<file path="src/rtl/fnvhv_pkg.sv">
package fnvhv_pkg;

    localparam int unsigned HeaderBytes = 8;
    localparam int unsigned HashWidth   = 64;
    localparam int unsigned ByteWidth   = 8;
    localparam int unsigned CountWidth  = 4;

    localparam logic [HashWidth-1:0] FnvBasis = 64'hcbf2_9ce4_8422_2325;
    localparam logic [HashWidth-1:0] FnvPrime = 64'h0000_0100_0000_01b3;

    typedef enum logic [1:0] {
        StValid    = 2'd0,
        StShort    = 2'd1,
        StMismatch = 2'd2
    } status_t;

    // x * FnvPrime mod 2^64, prime = 2^40 + 2^8 + 0xb3, 0xb3 = bits 7,5,4,1,0
    function automatic logic [HashWidth-1:0] fnv_mult(input logic [HashWidth-1:0] x);
        logic [HashWidth-1:0] prod;
        prod = (x << 40) + (x << 8) + (x << 7) + (x << 5) + (x << 4) + (x << 1) + x;
        return prod;
    endfunction

endpackage

</file>
<file path="src/rtl/fnv1a_checksum_header_verify.sv">
// an accepted word passes the input register and then the result register on its way to out_valid
// throughput: one word per cycle, with out_ready held high
// header words (the first eight of a record) give no result unless one is the last
// the hash step is a constant shift-add multiply, done in the cycle between the registers
// reset (rst_n low, asynchronous) empties both stages and restores the fnv offset basis
module fnv1a_checksum_header_verify
    import fnvhv_pkg::*;
(
    input  logic                 clk,
    input  logic                 rst_n,
    // input channel
    input  logic                 in_valid,
    output logic                 in_ready,
    input  logic [ByteWidth-1:0] data_byte,
    input  logic                 is_last,
    // result channel
    output logic                 out_valid,
    input  logic                 out_ready,
    output logic [ByteWidth-1:0] payload_byte,
    output logic                 payload_valid,
    output logic                 record_end,
    output logic [1:0]           status,
    output logic [HashWidth-1:0] hash_value
);

    // input register stage
    logic                 s1_valid_reg;
    logic [ByteWidth-1:0] s1_byte_reg;
    logic                 s1_last_reg;

    // record state
    logic [HashWidth-1:0]  expected_reg;
    logic [HashWidth-1:0]  expected_next;
    logic [CountWidth-1:0] count_reg;
    logic [CountWidth-1:0] count_next;
    logic [HashWidth-1:0]  hash_reg;
    logic [HashWidth-1:0]  hash_next;

    // result register
    logic                 out_valid_reg;
    logic [ByteWidth-1:0] out_byte_reg;
    logic                 out_pay_reg;
    logic                 out_end_reg;
    status_t              out_status_reg;
    logic [HashWidth-1:0] out_hash_reg;

    logic                 is_payload;
    logic                 emit;
    logic                 s1_fire;
    logic [HashWidth-1:0] hash_step;
    logic [HashWidth-1:0] hash_out;
    status_t              status_calc;

    // header complete once the count has reached eight
    assign is_payload = count_reg[CountWidth-1];
    assign emit       = is_payload || s1_last_reg;

    // a header word with nothing to report retires even while the result waits
    assign s1_fire  = s1_valid_reg && (!out_valid_reg || out_ready || !emit);
    assign in_ready = !s1_valid_reg || s1_fire;

    // one fnv-1a step: xor the byte in, then multiply by the prime
    assign hash_step = fnv_mult(hash_reg ^ {{(HashWidth-ByteWidth){1'b0}}, s1_byte_reg});
    assign hash_out  = is_payload ? hash_step : hash_reg;

    always_comb
    begin
        expected_next = expected_reg;
        count_next    = count_reg;
        if (!is_payload)
        begin
            // little-endian header: byte i lands in bits 8i+7..8i
            expected_next[{count_reg[2:0], 3'b000} +: ByteWidth] = s1_byte_reg;
            count_next = count_reg + CountWidth'(1);
        end
    end

    always_comb
    begin
        if (!count_next[CountWidth-1])
        begin
            status_calc = StShort;
        end
        else if (expected_next != hash_out)
        begin
            status_calc = StMismatch;
        end
        else
        begin
            status_calc = StValid;
        end
        if (!s1_last_reg)
        begin
            status_calc = StValid;
        end
    end

    assign hash_next = hash_out;

    always_ff @(posedge clk or negedge rst_n)
    begin
        if (!rst_n)
        begin
            s1_valid_reg <= 1'b0;
        end
        else if (in_ready)
        begin
            s1_valid_reg <= in_valid;
        end
    end

    always_ff @(posedge clk)
    begin
        if (in_valid && in_ready)
        begin
            s1_byte_reg <= data_byte;
            s1_last_reg <= is_last;
        end
    end

    // record state, back to the reset values after the last word
    always_ff @(posedge clk or negedge rst_n)
    begin
        if (!rst_n)
        begin
            expected_reg <= '0;
            count_reg    <= '0;
            hash_reg     <= FnvBasis;
        end
        else if (s1_fire)
        begin
            if (s1_last_reg)
            begin
                expected_reg <= '0;
                count_reg    <= '0;
                hash_reg     <= FnvBasis;
            end
            else
            begin
                expected_reg <= expected_next;
                count_reg    <= count_next;
                hash_reg     <= hash_next;
            end
        end
    end

    always_ff @(posedge clk or negedge rst_n)
    begin
        if (!rst_n)
        begin
            out_valid_reg <= 1'b0;
        end
        else if (s1_fire && emit)
        begin
            out_valid_reg <= 1'b1;
        end
        else if (out_ready)
        begin
            out_valid_reg <= 1'b0;
        end
    end

    always_ff @(posedge clk)
    begin
        if (s1_fire && emit)
        begin
            out_byte_reg   <= is_payload ? s1_byte_reg : '0;
            out_pay_reg    <= is_payload;
            out_end_reg    <= s1_last_reg;
            out_status_reg <= status_calc;
            out_hash_reg   <= hash_out;
        end
    end

    assign out_valid     = out_valid_reg;
    assign payload_byte  = out_byte_reg;
    assign payload_valid = out_pay_reg;
    assign record_end    = out_end_reg;
    assign status        = out_status_reg;
    assign hash_value    = out_hash_reg;

endmodule

</file>
<file path="config.mk">
export PLATFORM = sky130hd
export DESIGN_NAME = fnv1a_checksum_header_verify
export DESIGN_NICKNAME = d
export VERILOG_FILES = /design/src/rtl/fnvhv_pkg.sv /design/src/rtl/fnv1a_checksum_header_verify.sv
export SDC_FILE = /design/constraint.sdc
export NUM_CORES = 1
export LEC_CHECK = 0
export BUFFER_PORTS_ARGS = -buffer_cell sky130_fd_sc_hd__buf_2
export CAP_MARGIN = 10
export CORE_MARGIN = 2
export CORE_UTILIZATION = 50
export DETAILED_ROUTE_END_ITERATION = 12
export PLACE_DENSITY = 0.64
export SYNTH_ARGS = -nofsm -noshare
export SYNTH_HDL_FRONTEND = slang
export SYNTH_SLANG_ARGS = --single-unit
</file>
<file path="constraint.sdc">
create_clock -name clk -period 13.6 [get_ports clk]
set_clock_uncertainty 0.05 [all_clocks]
set_input_delay 0 -clock clk [delete_from_list [all_inputs] [get_ports clk]]
set_output_delay 0 -clock clk [all_outputs]
set_load 0.01 [all_outputs]
</file>
* Word level (Yosys, flattened, before mapping)
Cells that the tools add are included.
Storage, ports and cells: logic and storage cells 51, register bits 219
Operators by class: add/subtract/negate cells 8, shift operators 2, multiplexer cells 11, equality and inequality tests 2, reduce and logical (&&, ||, !) cells 13, bitwise operators 1
Operators with widths (number):
- adder 64 bit | 6
- two-way mux 64 bit | 4
- bitwise mux 64 bit | 1
- inequality test 64 bit | 1
- variable shift 8 x 8 -> 64 bit, first input constant | 1
- indexed part select 8 x 8 -> 64 bit | 1
- bitwise XOR 64 x 8 -> 64 bit | 1
- two-way mux 4 bit | 2
- negation 6 -> 8 bit | 1
- adder 4 x 1 -> 4 bit, second input constant | 1
- logical OR 1 bit | 4
- AND reduction 2 bit | 2
- logical AND 1 bit | 3
- logical NOT 1 bit | 3
- two-way mux 1 bit | 3
- two-way mux 2 bit | 1
- inequality test 2 bit, second input constant | 1
- nonzero test 2 bit | 1

* Depth between registers and ports, before layout
Gate-level depths: netlist (run 1).
depth in word-level cells 11, mapped depth 24

* Worst setup path before layout (run 1)
OpenSTA, ideal clock, no wires.
path kind flip-flop to flip-flop, start point register s1_byte_reg[4], end point register out_status_reg[1] (netlist: status[1]), data pin, setup slack 7.281 ns, arrival time 5.993 ns, required time 13.274 ns, stages on the path, launching flop included 22, buffers on the path 1, setup time 0.276 ns, cell sequence edfxtp_1 -> clkbuf_1 -> xor2_1 -> inv_1 -> fa_1 -> inv_1 -> fa_1 -> fa_1 -> ha_1 -> ha_1 -> o21a_1 -> o21a_1 -> a2111oi_0 -> nor4b_1 -> nor4_1 -> nor2_1 -> a311o_1 -> a32o_1 -> xor2_1 -> nand4_1 -> nor3_2 -> a41oi_1
On the way: longest elaborated chain between the ends 10, elaborated cells between the ends (all ways) 13
RTL lines:
- start, declared | RTL line fnv1a_checksum_header_verify.sv:28 | logic [ByteWidth-1:0] s1_byte_reg;
- start signal, assigned | RTL line fnv1a_checksum_header_verify.sv:116 | s1_byte_reg <= data_byte;
- bitwise XOR 64 x 8 -> 64 bit (*) | RTL line fnv1a_checksum_header_verify.sv:63 | assign hash_step = fnv_mult(hash_reg ^ {{(HashWidth-ByteWidth){1'b0}}, s1_byte_reg});
- adder 64 bit (5 in series) | RTL line fnvhv_pkg.sv:20 | prod = (x << 40) + (x << 8) + (x << 7) + (x << 5) + (x << 4) + (x << 1) + x;
- adder 64 bit (*) | RTL line fnvhv_pkg.sv:20
- two-way mux 64 bit (*) | RTL line fnv1a_checksum_header_verify.sv:64 | assign hash_out = is_payload ? hash_step : hash_reg;
- named net hash_next[57] | RTL line fnv1a_checksum_header_verify.sv:37 | logic [HashWidth-1:0] hash_next;
- inequality test 64 bit (*) | RTL line fnv1a_checksum_header_verify.sv:84 | else if (expected_next != hash_out)
- two-way mux 2 bit (*) | RTL line fnv1a_checksum_header_verify.sv:84
- end signal, assigned | RTL line fnv1a_checksum_header_verify.sv:170 | out_status_reg <= status_calc;
- end, declared | RTL line fnv1a_checksum_header_verify.sv:44 | status_t out_status_reg;
The timed path passes the listed nets; every way through them passes the cells marked *. A chain may end at the register's enable or synchronous reset.

* Worst setup path after layout (run 1)
start point register s1_byte_reg[6], end point register out_status_reg[1] (netlist: status[1]), data pin
On the way: longest elaborated chain between the ends 10, elaborated cells between the ends (all ways) 13
RTL lines (RTL line):
- bitwise XOR 64 x 8 -> 64 bit | fnv1a_checksum_header_verify.sv:63
- adder 64 bit (6 in series) | fnvhv_pkg.sv:20
- two-way mux 64 bit | fnv1a_checksum_header_verify.sv:64
- inequality test 64 bit (*) | fnv1a_checksum_header_verify.sv:84
- two-way mux 2 bit (*) | fnv1a_checksum_header_verify.sv:84
Every way passes the cells marked *; elsewhere a longest branch is shown, timed or not.

==> run metrics, run 1 <==
ys flop type=dfrtp_1; post-synthesis cell type count=85; CTS sink count=between 200 and 250; Slew @ Worst Pin=1150 ps; largest net degree at the start of global routing=77; gpl congestion=0.970; Post-synth EDFFs=85; first-pass GRT wire length=108,000 microns; R2R Setup Slk=5220 ps; H-tree levels=1; FP Rows=75; post-synth top area share=22.8%; Max VDD drop=0.137 mV; number of global-route vias before repair=17,148; routed wire length=71,000 microns; clock latency on the worst-skew pair=~600 ps; met3 Usage GRT=5.03%; DR pass1 iterations=6; WP data required=13,860 ps; vias per std cell=5.97; critical path fanouts, max=5; Layout area overhead=9.49%; switching share of power=47.7%; GR Util met1=44.8%; Root Driver=clkbuf_16; via count=16,832; CTS max path bufs=3; Top Ports=slightly above 90; Hold/Removal Path Class=in -> async; cell count after synthesis=2,191; grt ovf=0; Starting Density=51.0%; Yosys top cell by area=fa_1; crit share post-route=61.6%; Setup violations, final=0; TritonCTS Buffers=27; die area=44,600 sq um; post-synthesis sequential area ratio=27.7%; Max Cap Viol=0; crit start category=register; warnings from Yosys=0; Post-Place Cell Area=between 20,000 and 25,000 sq um; number of synthesized register bits=between 200 and 250; Post-Synthesis Cell Area=21,500 sq um; worst reg2reg startpoint=s1_byte_reg[6]; combinational power share=61.3%; Slew Viols, Final=0; status=complete, no violations; ANT cells=0; P_int=2.08 mW; share of synthesized registers carrying an async set or reset=about three fifths; drc violations=0; Initial DRC Count=1,337; synthesized area per cell=9.80 sq um; M2 GR Usage=52.5%; crit path time final=8380 ps; FF-to-FF End=status[1]; wire per inst=approximately 25 microns; core area=~42,000 sq um; highest clock rate=0.119 GHz; Area contributors post-synth=fa_1 (23%), dfrtp_1 (12%), edfxtp_1 (12%), inv_1 (7.5%), ha_1 (6.6%); CTS clk-pin slew, worst paths=60 ps; GR peak layer=met2; TNS Setup=0 ps; sequential power share=19.1%; CP endpoint kind=register; post-route cell area=23,500 sq um; Worst R2R Path Depth=20; ANT nets after route=0; PwrDens=around 170 nW/um^2; Tot GR Track Use=32.8%; share of cells above drive strength 1=roughly a tenth; Critical Path AT=8640 ps; RSZ-0062 raised after global routing=false; Post-layout nets=2,632; Die Y=around 210 microns; syn nets=2,562; leakage power=10.9 nW; Final Hold Vio Count=0; Clk network pwr share=19.6%; classification of the worst setup path=reg -> reg; Switching Power=roughly 1.9 mW; Final HPWL DP=54,700 microns; Die Span X=211 microns; initial antenna violation count=1; PortBufs=90; CTS tree=done; Rel. slew slack=about a quarter
-- cells by family after synthesis --
| logic type | count (synthesis) | share of synthesized area [%] |
|---|---|---|
| adders and majority gates | 358 | 29.4 |
| AOI/OAI and AO/OA | 469 | 14.8 |
| buffers and inverters | 511 | 9.06 |
| xor gates and xnor gates | 122 | 5.17 |
| and+or+nand+nor | 425 | 9.77 |
| DFF | 219 | 27.7 |
| muxes | 87 | 4.11 |
-- cells in the final DEF, fill, tap and decap left out, types with 8 or more instances in the layout --
master and n:
a211oi_1 10, a21boi_0 8, a21o_1 28, a21oi_1 112, a22o_1 49, a22oi_1 13
a31oi_1 10, a32o_1 12, and2_1 21, and3_1 8, buf_2 89, buf_4 17
clkbuf_16 27, dfrtp_1 105, dfstp_2 28, dlygate4sd3_1 13, edfxtp_1 85, fa_1 245
ha_1 113, inv_1 430, mux2_2 9, mux2i_1 78, nand2_1 131, nand2b_1 21
nand3_1 27, nand4_1 38, nor2_1 90, nor2b_1 10, nor3_1 22, nor4_1 12
o211ai_1 11, o21a_1 14, o21ai_0 99, o21bai_1 10, o22ai_1 14, or3_1 8
xnor2_1 80, xor2_1 39
-- metrics by stage --
stage / hold slack (ps) / utilization (%) / setup slack, ps / cells / power, mW
floorplan: -346 / - / 7280 / 2191 / 2.50
global placement: 59.0 / 53.3 / 5560 / 2758 / 3.13
detailed placement: 60.5 / 53.3 / 5470 / 2758 / 3.14
CTS: 19.7 / 55.8 / 5460 / 2821 / 3.94
global route: 56.6 / 55.8 / 5000 / 2821 / 4.25
finish: 2.46 / 55.8 / 5220 / 2821 / 3.98
-- synthesized netlist by cell type (5+ instances only) --
library cell	count
a211oi_1	10
or3_1	8
edfxtp_1	85
o22ai_1	14
nor2_1	92
a21oi_1	112
a21boi_0	8
inv_1	430
nand3_1	27
buf_1	13
a31oi_1	10
and3_1	8
mux2_2	9
nand2b_1	21
nand4_1	38
o211ai_1	11
fa_1	245
and4_1	6
a22o_1	49
xnor2_1	80
a21o_1	28
and2_1	21
mux2i_1	78
nor4_1	12
o21a_1	14
a211o_1	5
o21ai_0	99
o31ai_1	6
dfstp_2	28
a22oi_1	13
o2111ai_1	5
nor2b_1	11
o21bai_1	10
nand2_1	131
buf_2	10
nor3_1	22
o21ai_1	7
xor2_1	39
ha_1	113
dfrtp_1	106
clkbuf_1	53
a32o_1	12
-- worst max-delay path, stage by stage, from the launching register on --
cell,delay [ps]
edfxtp_1,410
xor2_1,920
inv_1,280
fa_1,570
inv_1,50
fa_1,550
fa_1,420
ha_1,290
ha_1,380
a21oi_1,350
o21ai_0,170
a22oi_1,500
o211ai_1,370
nor4_1,380
o31ai_1,140
a2111oi_0,880
nand4_1,250
nor4_1,580
nand4_1,200
nor3_2,230
a41oi_1,110
-- cell type report --
type / instances / area [sq um]
Clock buffer: 34 / 726
Clock inverter: 16 / 210
Fill cell: 3778 / 18600
Inverter: 432 / 1620
Multi-Input combinational cell: 1461 / 13600
Sequential cell: 219 / 5940
Tap cell: 539 / 674
Timing Repair Buffer: 120 / 714
-- worst max-delay path by stage --
| stage | from | end | slack, ps |
|---|---|---|---|
| 4_1_cts | s1_byte_reg[4] | status[1] | 5460 |
| 3_5_place_dp | s1_byte_reg[4] | status[1] | 5470 |
| 6_report | s1_byte_reg[6] | status[1] | 5220 |
| 2_1_floorplan | s1_byte_reg[4] | status[1] | 7280 |
| 3_3_place_gp | s1_byte_reg[6] | status[1] | 5560 |
| 5_1_grt | s1_byte_reg[4] | status[1] | 5000 |
-- metal layers --
metal  up-vias  routed length [microns]
li1       7501                        -
met1      8534                    29900
met2       651                    33000
met3       144                     4930
met4         2                     3220
met5         -                       14
-- timing repair --
| action | 4_1_cts | 5_1_grt |
|---|---|---|
| setup buffers | 0 | 0 |
| gates resized for setup | 0 | 0 |
| hold buffers | 13 | 0 |
| hold endpoints to repair | 86 | 0 |
| endpoints found under the setup margin | 0 | 0 |
-- power groups by stage --
stage                     Clock [mW]  Combinational [mW]  Sequential [mW]
final                          0.780                2.44            0.758
after global routing           0.813                2.68            0.762
after CTS                      0.789                2.40            0.758
after detailed placement           0                2.37            0.770
after global placement             0                2.36            0.769
after floorplan                    0                1.74            0.761
No activity file was read; power rests on OpenSTA's default activity.
==> inputs of run 2 (changes only) <==
--- a/config.mk
+++ b/config.mk
@@ -5,12 +5,13 @@
 export SDC_FILE = /design/constraint.sdc
 export NUM_CORES = 1
 export LEC_CHECK = 0
+export ABC_AREA = 1
 export BUFFER_PORTS_ARGS = -buffer_cell sky130_fd_sc_hd__buf_2
 export CAP_MARGIN = 10
 export CORE_MARGIN = 2
 export CORE_UTILIZATION = 50
 export DETAILED_ROUTE_END_ITERATION = 12
-export PLACE_DENSITY = 0.64
+export PLACE_DENSITY = 0.66
 export SYNTH_ARGS = -nofsm -noshare
 export SYNTH_HDL_FRONTEND = slang
 export SYNTH_SLANG_ARGS = --single-unit
==> constraint.sdc (replaced) <==
create_clock -name clk -period 6.9 [get_ports clk]
set_clock_uncertainty 0.05 [all_clocks]
set_input_delay 0 -clock clk [delete_from_list [all_inputs] [get_ports clk]]
set_output_delay 0 -clock clk [all_outputs]
set_load 0.01 [all_outputs]
==> run metrics, run 2 <==
status=complete, no violations; CTS tree=done; crit start category=register; FF-to-FF End=status[1]; clock latency on the worst-skew pair=520 ps (-80 ps); WP data required=7130 ps (-6730 ps); DR pass1 iterations=6 (unchanged); DP Worst Slack=244 ps (-5230 ps); number of global-route vias before repair=20,056 (+17%); Final HPWL DP=69,100 microns (+26%); Area contributors post-synth=fa_1 (21%), nand2_1 (16%), inv_1 (14%), dfrtp_1 (11%), edfxtp_1 (11%); Worst R2R Path Depth=33 (+65%); Die Y=220 microns (+4.3%); Final Non-Filler Cells=3,923 (+39%); R2R Setup Slk=380 ps (-4840 ps); share of cells above drive strength 1=7.72% (-1.7 points); most common cell in the netlist=nand2_1; crit path max-delay cell type=edfxtp_1; syn nets=3,563 (+39%); post-synthesis cell type count=42 (-51%); Yosys top cell by area=fa_1; FP Rows=79 (+5.3%); CP bufs+invs=6 (+4); Top Ports=91 (unchanged); critical path fanouts, max=9 (+4); routed wire length=83,000 microns (+17%); Die Span X=220 microns (+4.3%); synthesized area per cell=7.33 sq um (-25%); gpl congestion=1.03 (+6.7%); highest clock rate=0.153 GHz (+28%); Slew @ Worst Pin=1100 ps (-49.0 ps); Hold Slack=104 ps (+102 ps); Post-layout nets=3,671 (+39%); CTS max path bufs=3 (unchanged); ANT nets after route=0 (unchanged); post-synth top area share=21.0% (-1.9 points); cell count after synthesis=3,192 (+46%); placed cells=3,872 (+40%); final worst slack=378 ps (-4840 ps); worst reg2reg startpoint=s1_byte_reg[2]; Rel. slew slack=26.1% (+2.8 points); PwrDens=236 nW/um^2 (+40%); Final Hold Vio Count=0 (unchanged); top cells by count, synth=nand2_1 (979), inv_1 (864), fa_1 (245), nand3_1 (146), nor2_1 (131); largest net degree at the start of global routing=86 (+12%); first-pass GRT wire length=124,000 microns (+14%); TNS Setup=0 ps (unchanged); core area=46,400 sq um (+10%); grt ovf=0 (unchanged); initial antenna violation count=0 (-1); ys flop type=dfrtp_1; Root Driver=clkbuf_16; drc violations=0 (unchanged); CP endpoint kind=register; Most common cell on crit path=nand2_1; number of synthesized register bits=219 (unchanged); crit share post-route=94.5% (+33 points); share of synthesized registers carrying an async set or reset=61.2% (unchanged); Setup violations, final=0 (unchanged); CTS sink count=219 (unchanged); Max VDD drop=0.191 mV (+40%); Max Cap Viol=0 (unchanged); Worst path max stage delay=650 ps (-270 ps); die area=48,500 sq um (+8.8%); most common cell after layout, fill and taps aside=nand2_1; via count=20,616 (+22%); Slew Viols, Final=0 (unchanged); Initial DRC Count=1,901 (+42%); TritonCTS Buffers=21 (-22%); CTS clk-pin slew, worst paths=70 ps (about the same); vias per std cell=5.26 (-12%); fill count=4,559 (+21%); warnings from Yosys=0 (unchanged); RSZ-0062 raised after global routing=false; most frequent cells in the layout=nand2_1 (978), inv_1 (862), fa_1 (245); classification of the worst setup path=reg -> reg; leakage power=14.2 nW (+30%); Layout area overhead=9.27%; PortBufs=90 (unchanged); Critical Path AT=6750 ps (-1890 ps); Post-Synthesis Cell Area=23,400 sq um (+9.0%); H-tree levels=1 (unchanged); CP delay by family, top=simple AND/OR/NAND/NOR gates; Starting Density=50.5% (-0.50 points); Post-synth EDFFs=85 (unchanged); Hold/Removal Path Class=in -> async; crit path time final=6520 ps (-1860 ps); post-synthesis sequential area ratio=25.4% (-2.3 points); Tot GR Track Use=35.1% (+2.3 points); wire per inst=21.2 microns (-16%)
## run 2: changes by cell type after synthesis, sizes merged, moves of 49 or more
cell   before  now
xnor2      80   18
nand3      27  162
inv       431  869
a22o       49    0
a21oi     112   44
mux2i      78    0
nand2     133  995
o22ai      14   69
## run 2: power breakdown
group / total, mW / internal [mW] / switching [mW]
Sequential: 1.51 / 1.46 / 0.0521
Clock: 1.28 / 0.759 / 0.524
Combinational: 3.24 / 1.01 / 2.24
## run 2: per-stage QoR
stage	utilization, %	total power [mW]	area (sq um)
after floorplan	-	3.62	23400
after detailed placement	53.3	4.73	24700
final	55.1	6.04	25600
after global placement	53.3	4.72	24700
after global routing	55.1	6.44	25600
after CTS	55.1	6.02	25600
## run 2: worst max-delay path by stage
| stage | start | to | cells after the start |
|---|---|---|---|
| 6_report | s1_byte_reg[2] | status[1] | 33 |
| 5_1_grt | s1_byte_reg[2] | status[1] | 33 |
| 4_1_cts | s1_byte_reg[1] | status[1] | 34 |
| 3_5_place_dp | s1_byte_reg[1] | status[1] | 34 |
| 3_3_place_gp | s1_byte_reg[1] | status[1] | 34 |
| 2_1_floorplan | s1_byte_reg[2] | status[1] | 28 |
## run 2: kinds of logic (layout without fill, tap and decap cells)
| logic type | Yosys count | count (layout) | synth area share (%) |
|---|---|---|---|
| compound gates | 274 | 274 | 6.45 |
| xor+xnor | 55 | 55 | 2.09 |
| fa+ha+maj | 358 | 358 | 27.0 |
| buf+inv | 929 | 1052 | 15.0 |
| flops | 219 | 219 | 25.4 |
| other cells | 0 | 1 | 0 |
| simple gates | 1357 | 1357 | 24.0 |
## run 2: final cells by class
type	count	area, sq um	area share [%]
diodes	1	2.50	0.00979
clock buffers	25	551	2.15
clock inverters	13	190	0.744
well taps	607	759	2.97
multi-input cells	2044	13900	54.6
repair buffers	145	900	3.52
inverters	869	3260	12.8
flip-flops and latches	219	5940	23.3
## run 2: what timing repair did
action                     in CTS  in global routing
hold endpoints to repair       89                  0
setup endpoints to repair       0                  1
setup buffers                   0                  0
hold buffers                   12                  0
resized for setup               0                  2
## run 2: worst register-to-register path: cells and delay by family (launching register included)
kind	cells	cell delay, ps
XOR/XNOR	2	670
buffers and inverters	6	690
adder cells (fa/ha/maj)	5	1790
AND/OR/NAND/NOR	20	2410
flip-flops	1	650
## run 2: per-layer routing
| metal | vias up | GRT usage (%) | routed length (microns) |
|---|---|---|---|
| met3 | 131 | 4.14 | 5220 |
| met1 | 10000 | 46.5 | 34300 |
| met5 | - | 0 | 0 |
| met4 | 0 | 15.3 | 4260 |
| li1 | 9735 | - | - |
| met2 | 750 | 58.1 | 39200 |
